$ cat src/hdl/swmma_pkg.sv
package swmma_pkg;

	// field widths
	localparam int SAMPLE_W  = 12;
	localparam int GAIN_W    = 17;
	localparam int OFFSET_W  = 10;
	localparam int MV_W      = 13;
	localparam int CFG_W     = 17;
	localparam int CFG_IDX_W = 2;

	// calibration arithmetic
	localparam int FRAC_W = 16;
	localparam int PROD_W = SAMPLE_W + GAIN_W;

	// register indexes
	localparam logic [CFG_IDX_W-1:0] REG_GAIN   = 2'd0;
	localparam logic [CFG_IDX_W-1:0] REG_OFFSET = 2'd1;

	// register reset values
	localparam logic [GAIN_W-1:0]   GAIN_RESET   = 17'd52980;
	localparam logic [OFFSET_W-1:0] OFFSET_RESET = 10'd40;

	// calibrated ceiling
	localparam logic [MV_W-1:0] MV_LIMIT = 13'd8191;

	typedef logic [SAMPLE_W-1:0] sample_t;

	// running extremes handed from cell to cell
	typedef struct packed {
		sample_t lo;
		sample_t hi;
	} extreme_t;

endpackage

$ cat src/hdl/sliding_window_min_max_avg.sv
// Moving-window minimum, maximum and mean of 12-bit converter samples.
// Input channel: sample with in_valid / in_ready. Output channel: min_count,
// max_count, mean_count and their calibrated millivolt values min_mv,
// max_mv, mean_mv, with out_valid / out_ready. One result word per sample.
// Configuration: cfg_we with cfg_index 0 writes gain_q16 (unsigned Q16),
// index 1 writes offset_mv; other indexes are ignored. Write only when idle.
// The window is a row of WINDOW cells that shifts once per accepted sample;
// the running extremes ripple down the row one cell per cycle, and the
// sequencer waits in its sweep state while the row settles. Meanwhile a
// reciprocal multiply forms sum / WINDOW, registering start and product.
// One shared 12x17 multiplier then calibrates the three values in turn.
// A result is loaded after the sweep and the calibration steps, and the
// next sample is taken in the cycle after that: one sample at a time.
// The output register holds a finished word while the receiver stalls; a
// new result waits in the final step until that word is taken.
// Reset clears the window and the sum to zero at once (zeros count until the
// window fills) and loads the default gain and offset.
module sliding_window_min_max_avg #(
	parameter int WINDOW = 20
) (
	input  logic                            clk,
	input  logic                            arst_n,
	input  logic                            cfg_we,
	input  logic [swmma_pkg::CFG_IDX_W-1:0] cfg_index,
	input  logic [swmma_pkg::CFG_W-1:0]     cfg_data,
	input  logic                            in_valid,
	output logic                            in_ready,
	input  swmma_pkg::sample_t              sample,
	output logic                            out_valid,
	input  logic                            out_ready,
	output swmma_pkg::sample_t              min_count,
	output swmma_pkg::sample_t              max_count,
	output swmma_pkg::sample_t              mean_count,
	output logic [swmma_pkg::MV_W-1:0]      min_mv,
	output logic [swmma_pkg::MV_W-1:0]      max_mv,
	output logic [swmma_pkg::MV_W-1:0]      mean_mv
);
	import swmma_pkg::*;

	localparam int SUM_W  = $clog2(WINDOW * 4095 + 1);
	localparam int SETTLE = WINDOW;
	localparam int WAIT_W = $clog2(SETTLE);

	localparam logic [1:0] ST_IDLE  = 2'd0;
	localparam logic [1:0] ST_SWEEP = 2'd1;
	localparam logic [1:0] ST_CAL   = 2'd2;

	localparam logic [1:0] CAL_MIN  = 2'd0;
	localparam logic [1:0] CAL_MAX  = 2'd1;
	localparam logic [1:0] CAL_MEAN = 2'd2;
	localparam logic [1:0] CAL_LOAD = 2'd3;

	logic [1:0]          state_q;
	logic [WAIT_W-1:0]   wait_q;
	logic [1:0]          cal_q;
	logic [GAIN_W-1:0]   gain_q;
	logic [OFFSET_W-1:0] offset_q;
	logic [SUM_W-1:0]    sum_q;
	logic [SUM_W-1:0]    sum_next;
	logic                accept;
	logic                out_free;
	sample_t             chain [WINDOW+1];
	extreme_t            part [WINDOW+1];
	sample_t             mean;
	sample_t             cal_in;
	logic [MV_W-1:0]     cal_mv;
	logic [MV_W-1:0]     min_mv_q;
	logic [MV_W-1:0]     max_mv_q;
	logic                out_valid_q;
	sample_t             min_count_q;
	sample_t             max_count_q;
	sample_t             mean_count_q;
	logic [MV_W-1:0]     min_out_q;
	logic [MV_W-1:0]     max_out_q;
	logic [MV_W-1:0]     mean_out_q;

	assign in_ready = (state_q == ST_IDLE);
	assign accept   = in_valid && in_ready;
	assign out_free = !out_valid_q || out_ready;

	// configuration registers
	always_ff @(posedge clk or negedge arst_n) begin
		if (!arst_n) begin
			gain_q   <= GAIN_RESET;
			offset_q <= OFFSET_RESET;
		end else if (cfg_we) begin
			case (cfg_index)
				REG_GAIN:   gain_q   <= cfg_data[GAIN_W-1:0];
				REG_OFFSET: offset_q <= cfg_data[OFFSET_W-1:0];
				default:    ;
			endcase
		end
	end

	// window row: the new word enters cell 0, the oldest drops off the end
	assign chain[0]   = sample;
	assign part[0].lo = '1;
	assign part[0].hi = '0;

	for (genvar i = 0; i < WINDOW; i++) begin : g_cell
		swmma_cell u_cell (
			.clk    (clk),
			.arst_n (arst_n),
			.shift  (accept),
			.din    (chain[i]),
			.dout   (chain[i+1]),
			.pin    (part[i]),
			.pout   (part[i+1])
		);
	end

	// running sum: add the new word, drop the oldest
	assign sum_next = sum_q - SUM_W'(chain[WINDOW]) + SUM_W'(sample);

	always_ff @(posedge clk or negedge arst_n) begin
		if (!arst_n) begin
			sum_q <= '0;
		end else if (accept) begin
			sum_q <= sum_next;
		end
	end

	swmma_div #(
		.DIVISOR (WINDOW),
		.DVD_W   (SUM_W)
	) u_div (
		.clk      (clk),
		.arst_n   (arst_n),
		.start    (accept),
		.dividend (sum_q),
		.quotient (mean)
	);

	// pick the value to calibrate this step
	always_comb begin
		case (cal_q)
			CAL_MIN: cal_in = part[WINDOW].lo;
			CAL_MAX: cal_in = part[WINDOW].hi;
			default: cal_in = mean;
		endcase
	end

	swmma_cal u_cal (
		.clk    (clk),
		.count  (cal_in),
		.gain   (gain_q),
		.offset (offset_q),
		.mv     (cal_mv)
	);

	// sequencer: settle the row and divider, then calibrate three values
	always_ff @(posedge clk or negedge arst_n) begin
		if (!arst_n) begin
			state_q <= ST_IDLE;
			wait_q  <= '0;
			cal_q   <= CAL_MIN;
		end else begin
			case (state_q)
				ST_IDLE: begin
					if (accept) begin
						state_q <= ST_SWEEP;
						wait_q  <= '0;
					end
				end
				ST_SWEEP: begin
					if (wait_q == WAIT_W'(SETTLE - 1)) begin
						state_q <= ST_CAL;
						cal_q   <= CAL_MIN;
					end else begin
						wait_q <= wait_q + 1'b1;
					end
				end
				ST_CAL: begin
					if (cal_q != CAL_LOAD) begin
						cal_q <= cal_q + 1'b1;
					end else if (out_free) begin
						state_q <= ST_IDLE;
					end
				end
				default: state_q <= ST_IDLE;
			endcase
		end
	end

	// keep the calibrated extremes as they come out
	always_ff @(posedge clk) begin
		if (state_q == ST_CAL && cal_q == CAL_MAX) begin
			min_mv_q <= cal_mv;
		end
		if (state_q == ST_CAL && cal_q == CAL_MEAN) begin
			max_mv_q <= cal_mv;
		end
	end

	// output register: load a finished word, drop it once taken
	always_ff @(posedge clk or negedge arst_n) begin
		if (!arst_n) begin
			out_valid_q <= 1'b0;
		end else if (state_q == ST_CAL && cal_q == CAL_LOAD && out_free) begin
			out_valid_q <= 1'b1;
		end else if (out_ready) begin
			out_valid_q <= 1'b0;
		end
	end

	always_ff @(posedge clk) begin
		if (state_q == ST_CAL && cal_q == CAL_LOAD && out_free) begin
			min_count_q  <= part[WINDOW].lo;
			max_count_q  <= part[WINDOW].hi;
			mean_count_q <= mean;
			min_out_q    <= min_mv_q;
			max_out_q    <= max_mv_q;
			mean_out_q   <= cal_mv;
		end
	end

	assign out_valid  = out_valid_q;
	assign min_count  = min_count_q;
	assign max_count  = max_count_q;
	assign mean_count = mean_count_q;
	assign min_mv     = min_out_q;
	assign max_mv     = max_out_q;
	assign mean_mv    = mean_out_q;

endmodule

$ cat src/hdl/swmma_cell.sv
module swmma_cell (
	input  logic                clk,
	input  logic                arst_n,
	input  logic                shift,
	input  swmma_pkg::sample_t  din,
	output swmma_pkg::sample_t  dout,
	input  swmma_pkg::extreme_t pin,
	output swmma_pkg::extreme_t pout
);
	import swmma_pkg::*;

	sample_t  val_q;
	extreme_t part_q;

	// hold one window entry, take the neighbour's word on a shift
	always_ff @(posedge clk or negedge arst_n) begin
		if (!arst_n) begin
			val_q <= '0;
		end else if (shift) begin
			val_q <= din;
		end
	end

	// fold own entry into the extremes passed down the row
	always_ff @(posedge clk) begin
		part_q.lo <= (val_q < pin.lo) ? val_q : pin.lo;
		part_q.hi <= (val_q > pin.hi) ? val_q : pin.hi;
	end

	assign dout = val_q;
	assign pout = part_q;

endmodule

$ cat src/hdl/swmma_div.sv
module swmma_div #(
	parameter int DIVISOR = 20,
	parameter int DVD_W   = 17
) (
	input  logic                 clk,
	input  logic                 arst_n,
	input  logic                 start,
	input  logic [DVD_W-1:0]     dividend,
	output swmma_pkg::sample_t   quotient
);
	import swmma_pkg::*;

	// exact for every dividend below 2**DVD_W with a rounded-up reciprocal
	localparam int SHIFT = DVD_W + $clog2(DIVISOR);
	localparam int RCP_W = DVD_W + 1;
	localparam int PRD_W = DVD_W + RCP_W;
	localparam logic [RCP_W-1:0] RECIP =
		RCP_W'(((64'd1 << SHIFT) + 64'(DIVISOR) - 64'd1) / 64'(DIVISOR));

	logic             start_q;
	logic [PRD_W-1:0] prod_q;

	// take the settled sum in the cycle after the start, then multiply
	always_ff @(posedge clk or negedge arst_n) begin
		if (!arst_n) begin
			start_q <= 1'b0;
			prod_q  <= '0;
		end else begin
			start_q <= start;
			if (start_q) begin
				prod_q <= PRD_W'(dividend) * PRD_W'(RECIP);
			end
		end
	end

	// the window mean never exceeds one sample's range
	assign quotient = prod_q[SHIFT +: SAMPLE_W];

endmodule

$ cat src/hdl/swmma_cal.sv
module swmma_cal (
	input  logic                            clk,
	input  swmma_pkg::sample_t              count,
	input  logic [swmma_pkg::GAIN_W-1:0]    gain,
	input  logic [swmma_pkg::OFFSET_W-1:0]  offset,
	output logic [swmma_pkg::MV_W-1:0]      mv
);
	import swmma_pkg::*;

	logic [PROD_W-1:0] prod_s1;
	logic [MV_W:0]     total;

	// scale the count by the Q16 gain
	always_ff @(posedge clk) begin
		prod_s1 <= PROD_W'(count) * PROD_W'(gain);
	end

	// drop the fraction, add the offset, clamp
	assign total = (MV_W + 1)'(prod_s1[PROD_W-1:FRAC_W]) + (MV_W + 1)'(offset);
	assign mv    = (total > {1'b0, MV_LIMIT}) ? MV_LIMIT : total[MV_W-1:0];

endmodule

$ cat config.mk
export PLATFORM = sky130hd
export DESIGN_NAME = sliding_window_min_max_avg
export DESIGN_NICKNAME = d
export VERILOG_FILES = /design/src/hdl/swmma_pkg.sv /design/src/hdl/sliding_window_min_max_avg.sv /design/src/hdl/swmma_cell.sv /design/src/hdl/swmma_div.sv /design/src/hdl/swmma_cal.sv
export SDC_FILE = /design/constraint.sdc
export NUM_CORES = 2
export LEC_CHECK = 0
export BUFFER_PORTS_ARGS = -buffer_cell sky130_fd_sc_hd__buf_2
export CELL_PAD_IN_SITES_DETAIL_PLACEMENT = 1
export CELL_PAD_IN_SITES_GLOBAL_PLACEMENT = 1
export CORE_MARGIN = 2
export CORE_UTILIZATION = 25
export DETAILED_ROUTE_END_ITERATION = 16
export PLACE_DENSITY = 0.54
export SLEW_MARGIN = 15
export SYNTH_ARGS = -nofsm -noshare
export SYNTH_HDL_FRONTEND = slang
export SYNTH_SLANG_ARGS = --single-unit
$ cat constraint.sdc
create_clock -name clk -period 10.55 [get_ports clk]
set_input_delay 2.6375 -clock clk [delete_from_list [all_inputs] [get_ports clk]]
set_output_delay 2.6375 -clock clk [all_outputs]
set_load 0.02 [all_outputs]
Yosys cells after proc, flatten, opt, wreduce, memory -nomap -nowiden. Cells that the tools add are included.

Order comparisons: 41. Equal/unequal tests: 14. Muxes and demuxes: 53. Add/subtract/negate cells: 5. Multiply operators: 2. Reductions and logical operators: 18.

Operators with widths (number): 12-bit two-way mux (38); 12-bit greater-than comparator (19); 12-bit less-than comparator (19); 17-bit by 16-bit multiplier with 32-bit output (second input constant) (1); 12-bit by 17-bit multiplier with 29-bit output (1); 12-bit case mux with 2 select lines (1); 17-bit by 12-bit adder with 17-bit output (1); 17-bit by 12-bit subtractor with 17-bit output (1); 13-bit by 10-bit adder with 14-bit output (1); 14-bit by 13-bit greater-than comparator with 1-bit output (second input constant) (1); 13-bit two-way mux (1); 12-bit by 1-bit greater-than comparator with 1-bit output (second input constant) (1); 12-bit less-than comparator (second input constant) (1); 2-bit two-way mux (6); 2-bit != test (second input constant) (6); 5-bit two-way mux (2); 5-bit case mux with 2 select lines (1); 2-bit by 1-bit equality test with 1-bit output (second input constant) (3); 2-bit equality test (second input constant) (3); 2-bit logical NOT (3); 2-bit case mux with 3 select lines (1); 3-bit AND reduction (2); 2-bit nonzero test (3); 5-bit by 1-bit adder with 5-bit output (second input constant) (1); 10 further kinds (16).

Logic and storage cells: 211. Register bits after elaboration: 937. Output and inout port bits: 77.

Logic depth before layout (Yosys ltp).
Depth after elaboration: 5. Mapped depth: 29.

Hierarchy. A second synthesis with hierarchy kept.

Cells, all modules: 4969. Area, all modules: 54438.5 um2.

Modules (own cells, without submodules): swmma_cell (sequential area each 780.7 um2, area each 1776.7 um2, cells each 156, instances 20); swmma_cal (sequential area each 260.2 um2, area each 6706.4 um2, cells each 773, instances 1); sliding_window_min_max_avg (sequential area each 4399.2 um2, area each 6561.3 um2, cells each 474, instances 1); swmma_div (sequential area each 325.3 um2, area each 5636.7 um2, cells each 602, instances 1).

Worst setup path after synthesis. Ideal clock, no wire load.

Path type: reg-to-reg. Start point: register cal_q[0]. End point: register u_cal.prod_s1[28]. Clock period less this slack: 6762 ps. Setup time: 72 ps. Data required time: 10478 ps. Arrival time: 6690 ps. Stages on the path, launching flop included: 28. Setup slack: 3788 ps. Path through: dfrtp_1 > inv_1 > ha_1 > nor2_1 > clkbuf_1 > nand2_1 > nand2_1 > clkbuf_1 > nand2_1 > fa_1 > fa_1 > inv_1 > fa_1 > fa_1 > inv_1 > fa_1 > inv_1 > ha_1 > a21o_1 > a21o_1 > a211o_1 > o21ai_1 > a211oi_1 > a311o_1 > o311ai_1 > o21ai_1 > a21oi_1 > xnor2_1.

Word-level cells in the longest chain between the ends: 3.

Ends and longest elaborated chain: from (decl) (RTL line sliding_window_min_max_avg.sv:55) `logic [1:0] cal_q;`; from (signal assigned) (RTL line sliding_window_min_max_avg.sv:175) `cal_q <= cal_q + 1'b1;`; 2-bit by 1-bit equality test with 1-bit output / 2-bit logical NOT (equally long branches) (RTL line sliding_window_min_max_avg.sv:136) `case (cal_q)`; 12-bit case mux with 2 select lines (*) (RTL line sliding_window_min_max_avg.sv:136); 12-bit by 17-bit multiplier with 29-bit output (*) (RTL line swmma_cal.sv:15) `prod_s1 <= PROD_W'(count) * PROD_W'(gain);`; to (signal assigned) (RTL line swmma_cal.sv:15); to (decl) (RTL line swmma_cal.sv:10) `logic [PROD_W-1:0] prod_s1;`.

Mark *: on every way between the ends. The rest lies on a longest branch, timed or not. A chain may end at the register's enable or synchronous reset.

Worst setup path in the final report. Same ends and word-level chain as after synthesis.

==> results.sh <==
export IMPL_fin_skew_ns=0.0542
export IMPL_startpoint_type="register"
export IMPL_synthesis_nets=6283
export IMPL_cts_root_buffer="clkbuf_16"
export IMPL_postRouteAntennaNets=0
export IMPL_synth_warnings=0
export IMPL_grt_setup_unrepaired="no"
export IMPL_worstSetupEndpointType="register"
export IMPL_grt_pass1_wl_um=229000
export IMPL_cp_arrival_ns=8.49
export IMPL_r2r_start="cal_q[0]$_DFFE_PN0P_"
export IMPL_drcViolationCount=0
export IMPL_tritoncts="done"
export IMPL_slew_headroom_pct=26.3
export IMPL_syn_inst=5336
export IMPL_startpoint="cal_q[0]$_DFFE_PN0P_"
export IMPL_area_delta_synth_final_pct=14.1
export IMPL_postCtsSetupBuffers=0
export IMPL_die_w_um=462
export IMPL_critical_path_top_delay_family="adder cells"
export IMPL_initial_utilization_pct=25.1
export IMPL_port_buffers=112
export IMPL_cts_resized=0
export IMPL_gp_congestion=0.820
export IMPL_grt_overflow_total=0
export IMPL_required_ns=11.18
export IMPL_die_height_um=462
export IMPL_synth_distinct_cells=68
export IMPL_worst_slew_pin_slew_ns=1.08
export IMPL_antenna_found_initial=4
export IMPL_period_needed_ns=7.86
export IMPL_core_mm2=0.209
export IMPL_tns_ns=0
export IMPL_synthFlopType="dfxtp_1"
export IMPL_r2r_end="u_cal.prod_s1[28]$_DFF_P_"
export IMPL_drt_initial_drc_count=1589
export IMPL_grt_usage_pct=13.6
export IMPL_vias_per_cell=4.34
export IMPL_htreeDepth=3
export IMPL_clkSlewWorstSetupHoldPaths_ns=0.06
export IMPL_ys_seq_area_share_pct=39.2
export IMPL_dp_hpwl_um=108000
export IMPL_synth_top_area_cell="dfxtp_1"
export IMPL_rrSetupSlack_ns=2.69
export IMPL_rows=168
export IMPL_critPathCapture="u_cal.prod_s1[28]$_DFF_P_"
export IMPL_dr_pass1_iters=5
export IMPL_cts_made_buffers=103
export IMPL_netlist_top_cells_count="1,016 x nand2_1, 840 x inv_1, 661 x ha_1, 493 x dfxtp_1, 305 x mux2_2"
export IMPL_clk_latency_ns=0.75
export IMPL_vias=36100
export IMPL_cp_common_cell="fa_1"
export IMPL_syn_area_per_cell_um2=9.84
export IMPL_clkSinkCount=901
export IMPL_timing_critical_path_buf_inv=4
export IMPL_cap_viol_max_count=0
export IMPL_slew_viol_final=0
export IMPL_critPathKind="register to register"
export IMPL_synth_area_mm2=0.0525
export IMPL_max_freq_ghz=0.127
export IMPL_clockBufferDepth=3
export IMPL_async_flop_share_pct=34.1
export IMPL_worstPathMaxFanout=17
export IMPL_ff2ff_path_depth=25
export IMPL_wl_per_cell_um=17.0
export IMPL_synth_area_top_cells="dfxtp_1 19%, ha_1 16%, dfrtp_1 14%"
export IMPL_drt_wl_total_um=142000
export IMPL_nNetsFinal=6370
export IMPL_cts_hold_fix_buffers=0
export IMPL_synth_edf_count=101
export IMPL_finalCritPeriodShare_pct=74.5
export IMPL_ios=113
export IMPL_setup_violations=0
export IMPL_die_area_mm2=0.214
export IMPL_slowest_delay_ns=0.65
export IMPL_yosysMostFrequentCell="nand2_1"
export IMPL_synth_seq_cells=901
export IMPL_min_path_type="register to register"
export IMPL_synth_top_area_share_pct=18.8
export IMPL_grt_pass1_vias=40300
export IMPL_crit_slowest_cell="nor2_1"
export IMPL_drive_above_1_share_pct=12.3
export IMPL_cp_num_cells=25
export IMPL_fillers=23900
export IMPL_status="completed"
export IMPL_hold_viol_final=0
export IMPL_grt_max_degree=172
==> through the flow <==
step / std cells / cell area [µm²] / util, % / setup slack [ns] / hold slack, ns
after global placement: 8123 / 56300 / 26.9 / 2.94 / 0.401
final: 8320 / 59900 / 28.6 / 2.69 / 0.414
after CTS: 8319 / 59900 / 28.6 / 2.64 / 0.419
after floorplan: 5336 / 52500 / - / 3.79 / 0.400
after detailed placement: 8123 / 56300 / 26.9 / 2.70 / 0.408
after global routing: 8320 / 59900 / 28.6 / 2.08 / 0.428
==> per-layer routing <==
layer	wire length, µm	GRT usage, %	vias to the layer above	share of wire, %
met5	0	0	-	0
met4	3210	3.61	0	2.3
met3	3900	1.76	190	2.8
met2	67700	23.5	380	48
met1	66900	17.7	17900	47
li1	-	-	17600	-
==> cells by family after synthesis <==
logic type	Yosys count	synth area share [%]
XOR/XNOR	40	0.667
buffers and inverters	1012	7.30
adder cells (fa/ha/maj)	911	25.3
multiplexers	325	7.11
flip-flops	901	39.2
AND/OR/NAND/NOR	1416	11.5
AO/OA/AOI/OAI	731	8.88
==> flip-flops by register name (all words and copies together), names as in the netlist, 5 cells and up <==
signal              count
max_count              12
max_mv                 13
mean_count             12
u_cal.prod_s1          13
u_div.prod_q           12
sum_q                  17
gain_q                 17
min_mv_q               13
g_cell.u_cell.dout    240
min_mv                 13
offset_q               10
wait_q                  5
max_mv_q               13
mean_mv                13
g_cell.u_cell.pout    480
min_count              12
==> worst min path at each step <==
stage                                          from                                   to  cells after the start
5_1_grt                       min_mv_q[3]$_DFFE_PP_                  min_mv[3]$_DFFE_PP_                      0
3_5_place_dp                  min_mv_q[8]$_DFFE_PP_                  min_mv[8]$_DFFE_PP_                      0
4_1_cts                       min_mv_q[2]$_DFFE_PP_                  min_mv[2]$_DFFE_PP_                      0
6_report       g_cell[0].u_cell.dout[1]$_DFFE_PN0P_  g_cell[0].u_cell.pout[1]$_SDFF_PP0_                      0
3_3_place_gp                  max_mv_q[0]$_DFFE_PP_                  max_mv[0]$_DFFE_PP_                      0
2_1_floorplan                 max_mv_q[0]$_DFFE_PP_                  max_mv[0]$_DFFE_PP_                      0
==> cell usage in the layout, fill, tap and decap left out, types with 15 or more instances in the layout <==
cell type	n
and2_1	74
nor3_1	56
buf_2	111
nand3_1	15
nand4_1	59
mux2_4	19
dfrtp_1	295
a21oi_1	102
o21ai_0	279
buf_4	41
nand2b_1	48
o21a_1	37
nor2b_1	37
mux2_2	305
fa_1	250
a21o_1	181
a2111oi_0	17
clkbuf_16	106
xnor2_1	28
clkbuf_1	32
dfxtp_1	493
nand2_1	1015
inv_1	839
nor2_1	79
edfxtp_1	101
ha_1	661
clkbuf_8	24
==> final cells by class <==
cell class	count	area, µm²	area share [%]
multi-input combinational	3423	28100	46.9
clock inverter	34	493	0.823
antenna	1	2.50	0.00418
clock buffer	162	3100	5.18
sequential	901	20600	34.4
tap	2805	3510	5.86
timing repair buffer	154	898	1.50
inverter	840	3160	5.28
==> worst register-to-register path, stage by stage (launching register included) <==
cell and delay (ns):
dfrtp_1 0.43, inv_1 0.09, ha_1 0.36, nor2_1 0.65
nand2_1 0.13, nand2_1 0.54, nand2_1 0.18, fa_1 0.56
inv_1 0.05, fa_1 0.46, fa_1 0.52, fa_1 0.55
inv_1 0.06, fa_1 0.53, inv_1 0.04, ha_1 0.32
a21o_1 0.17, a21o_1 0.17, a211o_1 0.32, o21ai_1 0.19
a211oi_1 0.11, a311o_1 0.45, o311ai_1 0.36, o21ai_1 0.16
a21oi_1 0.21, xnor2_1 0.13
Power is not shown: default switching activity piles up to over one toggle a cycle in this logic, so the estimate is an artifact.
